### src/rtl/sao_pkg.sv
// Package for the sliding average of norm block: item types, widths,
// controller states and the command/status bundles. No dependencies.
`timescale 1ns / 1ps
`default_nettype none

package sao_pkg;

  localparam int TIME_WIDTH  = 32;
  localparam int COORD_WIDTH = 16;
  localparam int LEN_W       = 7;
  localparam int NORM_W      = COORD_WIDTH;
  localparam int SQ_W        = 2 * COORD_WIDTH;
  localparam int TSUM_W      = TIME_WIDTH + LEN_W;
  localparam int NSUM_W      = NORM_W + LEN_W;
  localparam int ROOT_STEPS  = COORD_WIDTH;
  localparam int DIV_STEPS   = (TSUM_W + 1) / 2;
  localparam int DIV_W       = 2 * DIV_STEPS;
  localparam int CNT_W       = $clog2((ROOT_STEPS > DIV_STEPS) ? ROOT_STEPS : DIV_STEPS);
  localparam int NORM_MAX    = 46340;

  typedef struct packed {
    logic        [TIME_WIDTH-1:0]  time_stamp;
    logic signed [COORD_WIDTH-1:0] coord_x;
    logic signed [COORD_WIDTH-1:0] coord_y;
  } in_item_t;

  typedef struct packed {
    logic [TIME_WIDTH-1:0] mean_time;
    logic [NORM_W-1:0]     mean_norm;
  } out_item_t;

  typedef enum logic [2:0] {
    ST_IDLE,
    ST_SQUARE,
    ST_SUMSQ,
    ST_ROOT,
    ST_UPDATE,
    ST_DIV_LOAD,
    ST_DIVIDE,
    ST_DELIVER
  } state_t;

  typedef struct packed {
    logic capture;
    logic square;
    logic sumsq;
    logic root_step;
    logic update;
    logic div_load;
    logic div_step;
    logic load_out;
  } cmd_t;

  typedef struct packed {
    logic result_due;
    logic out_free;
  } status_t;

endpackage

`default_nettype wire

### src/rtl/sao_dp.sv
// Datapath: ring stores, running sums, bit-serial square root,
// two-bit-per-cycle divider and output register. Uses sao_pkg.
`timescale 1ns / 1ps
`default_nettype none

module sao_dp #(
  parameter int WINDOW_MAX = 64
) (
  input  wire logic                 clk,
  input  wire logic                 rst_n,
  input  wire sao_pkg::in_item_t    in_data,
  input  wire logic                 cfg_wr_en,
  input  wire logic [sao_pkg::LEN_W-1:0] cfg_wr_data,
  input  wire logic                 out_stall,
  output logic                      out_valid,
  output sao_pkg::out_item_t        out_data,
  input  wire sao_pkg::cmd_t        cmd,
  output sao_pkg::status_t          stat
);

  localparam int PTR_W = $clog2(WINDOW_MAX);
  localparam int AW    = ((PTR_W > sao_pkg::LEN_W) ? PTR_W : sao_pkg::LEN_W) + 1;
  localparam int CW    = sao_pkg::COORD_WIDTH;
  localparam int LW    = sao_pkg::LEN_W;

  logic [sao_pkg::TIME_WIDTH-1:0] time_mem [WINDOW_MAX];
  logic [sao_pkg::NORM_W-1:0]     norm_mem [WINDOW_MAX];

  logic [LW-1:0]                  len_r;
  logic [LW-1:0]                  fill_r;
  logic [PTR_W-1:0]               wp_r;
  logic [sao_pkg::TSUM_W-1:0]     tsum_r;
  logic [sao_pkg::NSUM_W-1:0]     nsum_r;
  logic [sao_pkg::TIME_WIDTH-1:0] ts_r;
  logic [CW-1:0]                  mx_r, my_r;
  logic [sao_pkg::SQ_W-1:0]       sqx_r, sqy_r, rad_r;
  logic [CW+1:0]                  rem_r;
  logic [CW-1:0]                  root_r;
  logic [sao_pkg::TIME_WIDTH-1:0] rd_time_r;
  logic [sao_pkg::NORM_W-1:0]     rd_norm_r;
  logic [sao_pkg::DIV_W-1:0]      qt_r, qn_r;
  logic [LW-1:0]                  rt_r, rn_r;
  logic                           out_valid_r;
  sao_pkg::out_item_t             out_data_r;

  logic [LW-1:0]                  n_eff;
  logic [AW-1:0]                  wp_e, n_e, old_e;
  logic [PTR_W-1:0]               old_addr;
  logic [CW-1:0]                  raw_x, raw_y, mx, my;
  logic [CW+1:0]                  rem_sh, trial, rem_nxt;
  logic                           root_ge;
  logic                           sub_old;
  logic [sao_pkg::TSUM_W-1:0]     tsum_nxt;
  logic [sao_pkg::NSUM_W-1:0]     nsum_nxt;
  logic [sao_pkg::DIV_W-1:0]      qt_nxt, qn_nxt;
  logic [LW-1:0]                  rt_nxt, rn_nxt;

  // one restoring step of quotient and remainder
  function automatic logic [sao_pkg::DIV_W+LW-1:0] div_step(
    input logic [sao_pkg::DIV_W-1:0] q,
    input logic [LW-1:0]             r,
    input logic [LW-1:0]             d
  );
    logic [LW:0] tmp;
    logic        ge;
    tmp = {r, q[sao_pkg::DIV_W-1]};
    ge  = (tmp >= {1'b0, d});
    if (ge) begin
      tmp = tmp - {1'b0, d};
    end
    return {q[sao_pkg::DIV_W-2:0], ge, tmp[LW-1:0]};
  endfunction

  always_comb begin
    if (len_r == '0) begin
      n_eff = LW'(1);
    end else if (32'(len_r) > WINDOW_MAX) begin
      n_eff = LW'(WINDOW_MAX);
    end else begin
      n_eff = len_r;
    end
  end

  assign wp_e     = AW'(wp_r);
  assign n_e      = AW'(n_eff);
  assign old_e    = (wp_e >= n_e) ? (wp_e - n_e) : (wp_e + AW'(WINDOW_MAX) - n_e);
  assign old_addr = old_e[PTR_W-1:0];

  assign raw_x = in_data.coord_x;
  assign raw_y = in_data.coord_y;
  assign mx    = raw_x[CW-1] ? (~raw_x + 1'b1) : raw_x;
  assign my    = raw_y[CW-1] ? (~raw_y + 1'b1) : raw_y;

  assign rem_sh  = {rem_r[CW-1:0], rad_r[sao_pkg::SQ_W-1 -: 2]};
  assign trial   = {root_r, 2'b01};
  assign root_ge = (rem_sh >= trial);
  assign rem_nxt = root_ge ? (rem_sh - trial) : rem_sh;

  assign sub_old  = (fill_r >= n_eff);
  assign tsum_nxt = tsum_r - (sub_old ? sao_pkg::TSUM_W'(rd_time_r) : '0)
                    + sao_pkg::TSUM_W'(ts_r);
  assign nsum_nxt = nsum_r - (sub_old ? sao_pkg::NSUM_W'(rd_norm_r) : '0)
                    + sao_pkg::NSUM_W'(root_r);

  always_comb begin
    logic [sao_pkg::DIV_W+LW-1:0] st;
    st              = div_step(qt_r, rt_r, n_eff);
    st              = div_step(st[sao_pkg::DIV_W+LW-1:LW], st[LW-1:0], n_eff);
    {qt_nxt, rt_nxt} = st;
    st              = div_step(qn_r, rn_r, n_eff);
    st              = div_step(st[sao_pkg::DIV_W+LW-1:LW], st[LW-1:0], n_eff);
    {qn_nxt, rn_nxt} = st;
  end

  assign stat.result_due = ({1'b0, fill_r} + 1'b1) >= {1'b0, n_eff};
  assign stat.out_free   = !out_valid_r || !out_stall;

  always_ff @(posedge clk) begin
    if (!rst_n) begin
      len_r  <= LW'(1);
      fill_r <= '0;
      wp_r   <= '0;
      tsum_r <= '0;
      nsum_r <= '0;
    end else if (cfg_wr_en) begin
      len_r  <= cfg_wr_data;
      fill_r <= '0;
      wp_r   <= '0;
      tsum_r <= '0;
      nsum_r <= '0;
    end else if (cmd.update) begin
      tsum_r <= tsum_nxt;
      nsum_r <= nsum_nxt;
      wp_r   <= (wp_r == PTR_W'(WINDOW_MAX - 1)) ? '0 : wp_r + 1'b1;
      if (fill_r < n_eff) begin
        fill_r <= fill_r + 1'b1;
      end
    end
  end

  always_ff @(posedge clk) begin
    if (cmd.capture) begin
      rd_time_r <= time_mem[old_addr];
      rd_norm_r <= norm_mem[old_addr];
    end
    if (cmd.update) begin
      time_mem[wp_r] <= ts_r;
      norm_mem[wp_r] <= root_r;
    end
  end

  always_ff @(posedge clk) begin
    if (cmd.capture) begin
      ts_r <= in_data.time_stamp;
      mx_r <= mx;
      my_r <= my;
    end
    if (cmd.square) begin
      sqx_r <= sao_pkg::SQ_W'(mx_r) * sao_pkg::SQ_W'(mx_r);
      sqy_r <= sao_pkg::SQ_W'(my_r) * sao_pkg::SQ_W'(my_r);
    end
    if (cmd.sumsq) begin
      rad_r  <= sqx_r + sqy_r;
      rem_r  <= '0;
      root_r <= '0;
    end else if (cmd.root_step) begin
      rad_r  <= rad_r << 2;
      rem_r  <= rem_nxt;
      root_r <= {root_r[CW-2:0], root_ge};
    end
    if (cmd.div_load) begin
      qt_r <= sao_pkg::DIV_W'(tsum_r);
      qn_r <= sao_pkg::DIV_W'(nsum_r);
      rt_r <= '0;
      rn_r <= '0;
    end else if (cmd.div_step) begin
      qt_r <= qt_nxt;
      qn_r <= qn_nxt;
      rt_r <= rt_nxt;
      rn_r <= rn_nxt;
    end
    if (cmd.load_out) begin
      out_data_r.mean_time <= qt_r[sao_pkg::TIME_WIDTH-1:0];
      out_data_r.mean_norm <= qn_r[sao_pkg::NORM_W-1:0];
    end
  end

  always_ff @(posedge clk) begin
    if (!rst_n) begin
      out_valid_r <= 1'b0;
    end else if (cmd.load_out) begin
      out_valid_r <= 1'b1;
    end else if (!out_stall) begin
      out_valid_r <= 1'b0;
    end
  end

  assign out_valid = out_valid_r;
  assign out_data  = out_data_r;

endmodule

`default_nettype wire

### src/rtl/sao_ctrl.sv
// Controller: sequences capture, square, root, update, divide and
// delivery for one item at a time. Uses sao_pkg.
`timescale 1ns / 1ps
`default_nettype none

module sao_ctrl (
  input  wire logic             clk,
  input  wire logic             rst_n,
  input  wire logic             in_valid,
  output logic                  in_stall,
  input  wire sao_pkg::status_t stat,
  output sao_pkg::cmd_t         cmd
);

  sao_pkg::state_t             state_r, state_nxt;
  logic [sao_pkg::CNT_W-1:0]   cnt_r, cnt_nxt;

  always_ff @(posedge clk) begin
    if (!rst_n) begin
      state_r <= sao_pkg::ST_IDLE;
      cnt_r   <= '0;
    end else begin
      state_r <= state_nxt;
      cnt_r   <= cnt_nxt;
    end
  end

  always_comb begin
    state_nxt = state_r;
    cnt_nxt   = cnt_r;
    cmd       = '0;
    in_stall  = (state_r != sao_pkg::ST_IDLE);
    case (state_r)
      sao_pkg::ST_IDLE: begin
        if (in_valid) begin
          cmd.capture = 1'b1;
          state_nxt   = sao_pkg::ST_SQUARE;
        end
      end
      sao_pkg::ST_SQUARE: begin
        cmd.square = 1'b1;
        state_nxt  = sao_pkg::ST_SUMSQ;
      end
      sao_pkg::ST_SUMSQ: begin
        cmd.sumsq = 1'b1;
        cnt_nxt   = '0;
        state_nxt = sao_pkg::ST_ROOT;
      end
      sao_pkg::ST_ROOT: begin
        cmd.root_step = 1'b1;
        cnt_nxt       = cnt_r + 1'b1;
        if (cnt_r == sao_pkg::CNT_W'(sao_pkg::ROOT_STEPS - 1)) begin
          state_nxt = sao_pkg::ST_UPDATE;
        end
      end
      sao_pkg::ST_UPDATE: begin
        cmd.update = 1'b1;
        state_nxt  = stat.result_due ? sao_pkg::ST_DIV_LOAD : sao_pkg::ST_IDLE;
      end
      sao_pkg::ST_DIV_LOAD: begin
        cmd.div_load = 1'b1;
        cnt_nxt      = '0;
        state_nxt    = sao_pkg::ST_DIVIDE;
      end
      sao_pkg::ST_DIVIDE: begin
        cmd.div_step = 1'b1;
        cnt_nxt      = cnt_r + 1'b1;
        if (cnt_r == sao_pkg::CNT_W'(sao_pkg::DIV_STEPS - 1)) begin
          state_nxt = sao_pkg::ST_DELIVER;
        end
      end
      sao_pkg::ST_DELIVER: begin
        if (stat.out_free) begin
          cmd.load_out = 1'b1;
          state_nxt    = sao_pkg::ST_IDLE;
        end
      end
      default: begin
        state_nxt = sao_pkg::ST_IDLE;
      end
    endcase
  end

endmodule

`default_nettype wire

### src/rtl/sliding_average_of_norm.sv
// Top level of the sliding average of norm block: controller and datapath.
// Depends on sao_pkg, sao_ctrl and sao_dp.
//
// One item at a time: an accepted item keeps in_stall high through square,
// sum of squares, square root and update and, when it yields a result,
// also through divider load, divide and delivery; delivery waits only while
// the output register still holds an untaken result. The square root
// retires one root bit per cycle, and the divider retires two quotient bits
// per cycle over the widened timestamp sum. Results wait in an output
// register, so the next item is taken while a result is still stalled. Ring
// stores hold WINDOW_MAX entries each; writing the window length clears the
// window.
`timescale 1ns / 1ps
`default_nettype none

module sliding_average_of_norm #(
  parameter int WINDOW_MAX = 64
) (
  input  wire logic                      clk,
  input  wire logic                      rst_n,
  input  wire logic                      in_valid,
  output logic                           in_stall,
  input  wire sao_pkg::in_item_t         in_data,
  output logic                           out_valid,
  input  wire logic                      out_stall,
  output sao_pkg::out_item_t             out_data,
  input  wire logic                      cfg_wr_en,
  input  wire logic [sao_pkg::LEN_W-1:0] cfg_wr_data
);

  sao_pkg::cmd_t    cmd;
  sao_pkg::status_t stat;

  sao_ctrl u_ctrl (
    .clk      (clk),
    .rst_n    (rst_n),
    .in_valid (in_valid),
    .in_stall (in_stall),
    .stat     (stat),
    .cmd      (cmd)
  );

  sao_dp #(
    .WINDOW_MAX (WINDOW_MAX)
  ) u_dp (
    .clk         (clk),
    .rst_n       (rst_n),
    .in_data     (in_data),
    .cfg_wr_en   (cfg_wr_en),
    .cfg_wr_data (cfg_wr_data),
    .out_stall   (out_stall),
    .out_valid   (out_valid),
    .out_data    (out_data),
    .cmd         (cmd),
    .stat        (stat)
  );

endmodule

`default_nettype wire

### config.mk
export PLATFORM = sky130hd
export DESIGN_NAME = sliding_average_of_norm
export DESIGN_NICKNAME = d
export VERILOG_FILES = /design/src/rtl/sao_pkg.sv /design/src/rtl/sao_dp.sv /design/src/rtl/sao_ctrl.sv /design/src/rtl/sliding_average_of_norm.sv
export SDC_FILE = /design/constraint.sdc
export NUM_CORES = 2
export LEC_CHECK = 0
export ABC_AREA = 1
export ABC_CLOCK_PERIOD_IN_PS = 12500
export BUFFER_PORTS_ARGS = -buffer_cell sky130_fd_sc_hd__buf_2
export CAP_MARGIN = 20
export CORE_ASPECT_RATIO = 0.75
export CORE_MARGIN = 2
export CORE_UTILIZATION = 50
export DETAILED_ROUTE_END_ITERATION = 16
export PLACE_DENSITY = 0.65
export SLEW_MARGIN = 20
export SYNTH_ARGS = -nofsm -noshare
export SYNTH_HDL_FRONTEND = slang
export SYNTH_HIERARCHICAL = 1
export SYNTH_SLANG_ARGS = --single-unit
export TNS_END_PERCENT = 50
### constraint.sdc
create_clock -name clk -period 12.5 [get_ports clk]
set_clock_uncertainty 0.15 [all_clocks]
set_input_delay 0.625 -clock clk [delete_from_list [all_inputs] [get_ports clk]]
set_output_delay 0.625 -clock clk [all_outputs]
set_load 0.1 [all_outputs]
== Yosys cells after proc, flatten, opt, wreduce, memory -nomap -nowiden ==
Memory sizes are Yosys's and may differ from the RTL's. A register that Yosys moved wholly into a read port is not among the register bits.
Index checks and enable logic that the tools add are counted.

* $add $sub $neg: 19
* $mul: 2
* Magnitude comparators: 10
* Eq/ne operators: 15
* Muxes and demuxes: 40
* Bitwise logic cells: 3
* Reductions and logical operators: 14

{| class="wikitable"
|+ Operators by type and width
! operator !! number
|-
| $mux 32 || 3
|-
| $mux 39 || 2
|-
| $mul 16x16->32 || 2
|-
| $mux 23 || 2
|-
| $mux 7 || 6
|-
| $ge 8x7->1 || 5
|-
| $add 39x32->39 || 1
|-
| $sub 39x39->39 || 1
|-
| $add 16x1->16 const B || 2
|-
| $add 32x32->32 || 1
|-
| $mux 16 || 2
|-
| $not 16->16 || 2
|-
| $mux 15 || 2
|-
| $sub 7x7->7 || 4
|-
| $pmux 3 s8 || 1
|-
| $add 23x16->23 || 1
|-
| $sub 23x23->23 || 1
|-
| $ge 18x18->1 || 1
|-
| $sub 16x16->16 || 1
|-
| $mux 3 || 5
|-
| $mux 1 || 14
|-
| $add 6x1->6 const B || 2
|-
| $eq 3x3->1 const B || 4
|-
| $mux 6 || 2
|-
| 26 further kinds || 36
|}

* Bits in registers: 425
* RAM bits: 3072
* Input port bits: 76
* Output and inout bits: 50
* Word-level logic and storage cells: 131
* Memories kept: 2

{| class="wikitable"
|+ Memory list
! name !! words !! bits a word !! rd ports !! clocked after Yosys merged registers in !! wr ports !! RTL line !! RTL
|-
| u_dp.time_mem || 64 || 32 || 1 || 1 || 1 || sao_dp.sv:26 || <nowiki>logic [sao_pkg::TIME_WIDTH-1:0] time_mem [WINDOW_MAX];</nowiki>
|-
| u_dp.norm_mem || 64 || 16 || 1 || 1 || 1 || sao_dp.sv:27 || <nowiki>logic [sao_pkg::NORM_W-1:0] norm_mem [WINDOW_MAX];</nowiki>
|}

== Logic depth before layout (Yosys ltp) ==
* Depth after elaboration: 8
* Gate-level depth with buffers: 31
* Depth with buffers taken out: 30

== Hierarchy ==
The synthesis kept the hierarchy.

{| class="wikitable"
|+ Modules (own cells, without submodules)
! module !! instances !! cells an instance !! area each (um^2) !! seq. area each (um^2)
|-
| sao_dp || 1 || 14589 || 163410.5 || 104680.4
|-
| sao_ctrl || 1 || 97 || 631.9 || 160.2
|}

== Worst setup path after synthesis ==
OpenSTA, ideal clock, no wires.

* Path type: reg-to-reg
* Start: register u_ctrl.state_r[0]
* End: register u_dp.mx_r[0], enable pin
* Library setup time: 583 ps
* Arrival: 6084 ps
* Required time: 11767 ps
* Setup slack: 5683 ps
* Cell stages (with the launch flop): 5
* Path buffers: 0
* Clock period less this slack: 6817 ps
* Path through: dfxtp_1 -> inv_1 -> ha_1 -> nand2_1 -> nor2_1

{| class="wikitable"
|+ RTL lines
! element !! RTL line !! RTL
|-
| from (decl) || sao_ctrl.sv:15 || <nowiki>sao_pkg::state_t state_r, state_nxt;</nowiki>
|-
| from (signal assigned) || sao_ctrl.sv:20 || <nowiki>state_r <= sao_pkg::ST_IDLE;</nowiki>
|-
| from (signal assigned) || sao_ctrl.sv:23 || <nowiki>state_r <= state_nxt;</nowiki>
|-
| to (signal assigned) || sao_dp.sv:155 || <nowiki>mx_r <= mx;</nowiki>
|-
| to (decl) || sao_dp.sv:35 || <nowiki>logic [CW-1:0] mx_r, my_r;</nowiki>
|}

== Worst setup path after layout ==
* Start: register u_dp.my_r[6]
* End: register u_dp/sqy_r[24] in the netlist's numbering, data pin

* Word-level cells in the longest chain between the ends: 1

{| class="wikitable"
|+ RTL lines
! element !! RTL line !! RTL
|-
| from (decl) || sao_dp.sv:35 ||
|-
| from (signal assigned) || sao_dp.sv:156 || <nowiki>my_r <= my;</nowiki>
|-
| $mul 16x16->32 || sao_dp.sv:160 || <nowiki>sqy_r <= sao_pkg::SQ_W'(my_r) * sao_pkg::SQ_W'(my_r);</nowiki>
|-
| to (signal assigned) || sao_dp.sv:160 ||
|-
| to (decl) || sao_dp.sv:36 || <nowiki>logic [sao_pkg::SQ_W-1:0] sqx_r, sqy_r, rad_r;</nowiki>
|}

Every way passes these cells.
A chain may end at the register's enable or synchronous reset.

==> impl_metrics.sql <==
INSERT INTO impl_metrics (metric_group, metric, value, unit) VALUES
('run_status', 'status', 'finished clean', ''),
('grt', 'number_of_global_route_vias_before_repair', '103797', ''),
('sta', 'final_hold_viol_count', '0', ''),
('drt', 'vias_per_cell', '5.87', ''),
('synth', 'synthDominantAreaCellType', 'sky130_fd_sc_hd__edfxtp_1', ''),
('placed_design', 'place.port_buffers', '125', ''),
('grt', 'grt_max_degree', '226', ''),
('clock_tree', 'clk_pin_slew_worst_paths', '0.07', 'ns'),
('synth', 'synth_edf_count', '3388', ''),
('clock_tree', 'root_buffer', 'sky130_fd_sc_hd__clkbuf_16', ''),
('clock_tree', 'clk-insertion-delay-late', '0.90', 'ns'),
('grt', 'grt-ovfl-total', '0', ''),
('drt', 'detail_route.first_pass.iterations', '8', ''),
('finish', 'nFillCells', '27475', ''),
('synth', 'yosys_most_used_dff', 'sky130_fd_sc_hd__edfxtp_1', ''),
('drt', 'detail_route.wl_per_cell', '25.0', 'um'),
('sta', 'slew-limit-headroom', '0.179', ''),
('sta', 'max_slew.worst_pin.slew', '1.23', 'ns'),
('synth', 'netlist_area', '164000', 'um2'),
('worst_hold_path', 'holdCritStartpoint', 'in_data[7]', ''),
('sta', 'finalWorstSetupSlack', '6.26', 'ns'),
('setup_path', 'critical_path_required', '12.99', 'ns'),
('clock_tree', 'cts_tree', 'done', ''),
('die', 'die-height', '500', 'um'),
('drt', 'dr_total_vias', '113188', ''),
('drt', 'drc', '0', ''),
('sta', 'fmax', '160', 'MHz'),
('synth', 'synth.net_count', '15509', ''),
('sta', 'unrepaired_setup_endpoints_after_global_routing', 'no', ''),
('setup_path', 'worst-path-max-fanout', '16', ''),
('die', 'die_w', '665', 'um'),
('setup_path', 'timing.critical_path.to_type', 'flop', ''),
('finish', 'syn2layout_area_growth', '10.3', '%'),
('die', 'start_util', '0.501', ''),
('placed_design', 'pre_cts_ws', '6.36', 'ns'),
('die', 'row_count', '182', ''),
('sta', 'final_max_slew_viol_count', '0', ''),
('synth', 'synth_warnings', '6', ''),
('finish', 'final_cell_count_no_fill', '19279', ''),
('clock_tree', 'clock_tree.htree_level_count', '5', ''),
('die', 'core_area', '327000', 'um2'),
('placed_design', 'placed_cells', '18603', ''),
('sta', 'tns', '0', 'ns'),
('finish', 'final_net_count', '15520', ''),
('clock_tree', 'numClockSinks', '3543', ''),
('worst_hold_path', 'hold_path_class', 'primary input to flop', ''),
('synth', 'synth_top_area_share', '0.620', ''),
('finish', 'postLayoutCoreUtil', '0.553', ''),
('sta', 'finalCritPeriodShare', '0.499', ''),
('drt', 'drtAntennaViolNets', '0', ''),
('clock_tree', 'cts-buffers-inserted', '338', ''),
('finish', 'post_route_cells_drive_above_1_share', '0.0658', ''),
('synth', 'synth_area_leaders', 'sky130_fd_sc_hd__edfxtp_1, sky130_fd_sc_hd__o21ai_0, sky130_fd_sc_hd__fa_1, sky130_fd_sc_hd__nand2_1, sky130_fd_sc_hd__nor2_1', ''),
('die', 'ioPinCount', '126', ''),
('synth', 'synth_cells', '14686', ''),
('clock_tree', 'post_cts_resized', '0', ''),
('clock_tree', 'buffer_levels_on_the_longest_clock_path', '4', ''),
('synth', 'ffs_latches_synth', '3543', ''),
('placed_design', 'final_estimated_routing_congestion_in_global_placement', '0.924', ''),
('grt', 'global_route_wire_length_before_repair', '701', 'mm'),
('synth', 'synth_cell_type_count', '53', ''),
('setup_path', 'worst_setup_path_start_kind', 'flop', ''),
('setup_path', 'crit_type', 'flop to flop', ''),
('synth', 'ys_seq_area_frac', '0.639', ''),
('sta', 'post-route-min-period', '6.24', 'ns'),
('synth', 'fraction_of_registers_with_async_set_reset', '0', ''),
('setup_path', 'cp-startpoint', 'u_dp/my_r[6]', ''),
('die', 'area_of_the_die', '333000', 'um2'),
('synth', 'avgSynthCellArea', '11.2', 'um2'),
('drt', 'drt_initial_violations', '16500', ''),
('grt', 'antenna_found_initial', '15', ''),
('setup_path', 'critical_path.reg2reg.startpoint', 'u_dp/my_r[6]', ''),
('grt', 'global_route.usage.total', '0.282', ''),
('drt', 'detail_route.wirelength', '481', 'mm'),
('sta', 'setup_viol', '0', ''),
('placed_design', 'dp.final_hpwl', '276', 'mm'),
('setup_path', 'worstPathArrival', '6.72', 'ns'),
('job', 'maxCapViolations', '0', '');
-- area by class of cell --
class	count	area (um2)	share of cell area
flip-flops and latches	3543	105000	0.580
multi-input cells	8753	50200	0.277
clock buffers	418	9020	0.0499
inverters	1602	6060	0.0335
well taps	4324	5410	0.0299
repair buffers	459	3650	0.0202
clock inverters	177	1700	0.00942
diodes	3	7.51	0.0000415
-- per-stage QoR --
step	hold WS, ns	instance area, um2
after floorplan	0.272	164000
after global placement	0.285	169000
after detailed placement	0.286	169000
after CTS	0.00406	181000
after global routing	0.0601	181000
final	0.0584	181000
-- critical path: stages (launching register included) --
cell and delay, ns:
sky130_fd_sc_hd__edfxtp_1 0.89, sky130_fd_sc_hd__nand2_1 0.19, sky130_fd_sc_hd__fa_1 0.61, sky130_fd_sc_hd__inv_1 0.05
sky130_fd_sc_hd__ha_1 0.29, sky130_fd_sc_hd__fa_1 0.50, sky130_fd_sc_hd__inv_1 0.06, sky130_fd_sc_hd__fa_1 0.53
sky130_fd_sc_hd__inv_1 0.05, sky130_fd_sc_hd__fa_1 0.47, sky130_fd_sc_hd__inv_1 0.06, sky130_fd_sc_hd__fa_1 0.51
sky130_fd_sc_hd__inv_1 0.05, sky130_fd_sc_hd__ha_1 0.41, sky130_fd_sc_hd__nand2_1 0.13, sky130_fd_sc_hd__nor4_1 0.61
sky130_fd_sc_hd__nand2_1 0.11, sky130_fd_sc_hd__o211ai_1 0.22, sky130_fd_sc_hd__xor2_1 0.09
-- Yosys cell counts (11+ instances only) --
cell / count
sky130_fd_sc_hd__a21o_1: 18
sky130_fd_sc_hd__a21oi_1: 289
sky130_fd_sc_hd__a31oi_1: 17
sky130_fd_sc_hd__buf_1: 30
sky130_fd_sc_hd__buf_2: 221
sky130_fd_sc_hd__buf_4: 60
sky130_fd_sc_hd__buf_6: 15
sky130_fd_sc_hd__clkbuf_1: 456
sky130_fd_sc_hd__dfxtp_1: 155
sky130_fd_sc_hd__edfxtp_1: 3388
sky130_fd_sc_hd__fa_1: 381
sky130_fd_sc_hd__ha_1: 366
sky130_fd_sc_hd__inv_1: 1591
sky130_fd_sc_hd__nand2_1: 1938
sky130_fd_sc_hd__nand3_1: 445
sky130_fd_sc_hd__nand3b_1: 11
sky130_fd_sc_hd__nand4_1: 44
sky130_fd_sc_hd__nor2_1: 1878
sky130_fd_sc_hd__nor3_1: 41
sky130_fd_sc_hd__nor4_1: 12
sky130_fd_sc_hd__o21a_1: 11
sky130_fd_sc_hd__o21ai_0: 1704
sky130_fd_sc_hd__o21ai_1: 529
sky130_fd_sc_hd__o21bai_1: 25
sky130_fd_sc_hd__o22ai_1: 798
sky130_fd_sc_hd__or2_2: 16
sky130_fd_sc_hd__xnor2_1: 51
sky130_fd_sc_hd__xor2_1: 123
-- registers in the layout, summed over array words and instances (netlist names), 31 cells and up --
register / cells
u_dp/tsum_r: 39
u_dp/rad_r: 32
u_dp/ts_r: 32
u_dp/qn_r: 40
u_dp/rd_time_r: 32
u_dp/time_mem: 2048
u_dp/sqy_r: 31
u_dp/sqx_r: 31
u_dp/norm_mem: 1024
u_dp/qt_r: 40
u_dp/out_data: 48
-- cell usage in the layout, fill, tap and decap left out, types with 10 or more instances in the layout --
cell,n
sky130_fd_sc_hd__buf_4,230
sky130_fd_sc_hd__inv_1,1585
sky130_fd_sc_hd__o21ai_0,1702
sky130_fd_sc_hd__dlygate4sd3_1,77
sky130_fd_sc_hd__nor2_1,1810
sky130_fd_sc_hd__edfxtp_1,3388
sky130_fd_sc_hd__buf_2,125
sky130_fd_sc_hd__a31oi_1,17
sky130_fd_sc_hd__dfxtp_2,16
sky130_fd_sc_hd__o211ai_1,10
sky130_fd_sc_hd__clkbuf_1,66
sky130_fd_sc_hd__dfxtp_1,139
sky130_fd_sc_hd__o22ai_1,798
sky130_fd_sc_hd__nor3_1,39
sky130_fd_sc_hd__o21ai_1,530
sky130_fd_sc_hd__nand4_1,44
sky130_fd_sc_hd__nand3_1,445
sky130_fd_sc_hd__bufinv_16,28
sky130_fd_sc_hd__clkinvlp_4,10
sky130_fd_sc_hd__xor2_1,121
sky130_fd_sc_hd__clkinv_2,57
sky130_fd_sc_hd__buf_12,26
sky130_fd_sc_hd__a21oi_1,289
sky130_fd_sc_hd__or2_2,16
sky130_fd_sc_hd__clkinv_1,65
sky130_fd_sc_hd__o21bai_1,25
sky130_fd_sc_hd__fa_1,380
sky130_fd_sc_hd__a21boi_0,10
sky130_fd_sc_hd__nor2_4,65
sky130_fd_sc_hd__a21o_1,18
sky130_fd_sc_hd__ha_1,365
sky130_fd_sc_hd__nand3b_1,11
sky130_fd_sc_hd__clkbuf_16,349
sky130_fd_sc_hd__o21a_1,11
sky130_fd_sc_hd__nand2_1,1937
sky130_fd_sc_hd__nor4_1,12
sky130_fd_sc_hd__xnor2_1,50
-- cells by family after synthesis --
group	Yosys count	synth area share
AO/OA/AOI/OAI	3431	0.112
XOR/XNOR	174	0.00929
adder cells (fa/ha/maj)	747	0.0744
buffers and inverters	2390	0.0586
flip-flops	3543	0.639
AND/OR/NAND/NOR	4401	0.106
-- path summary, 6_finish.rpt --
| kind | endpoint | slack [ns] | depth (start not counted) |
|---|---|---|---|
| min reg2reg | u_dp/out_data[37] | 0.30 | 0 |
| max reg2reg | u_dp/sqy_r[24] | 6.26 | 18 |
| max | u_dp/sqy_r[24] | 6.26 | 18 |
| min | u_dp/my_r[7] | 0.06 | 3 |
-- routing by layer --
metal,up-vias,part of all wire,global-route usage
met5,-,0.000054,0
met3,774,0.11,0.0520
met1,55433,0.43,0.437
met2,6049,0.42,0.409
met4,4,0.028,0.0745
li1,50928,-,-
-- what timing repair did --
item | 4_1_cts | 5_1_grt
endpoints found under the hold margin | 75 | 0
hold buffers | 77 | 0
setup buffers | 0 | 0
Power is left out: the tool's default activity adds up to more than one toggle a clock period on the data nets, which glitch-free logic cannot reach.
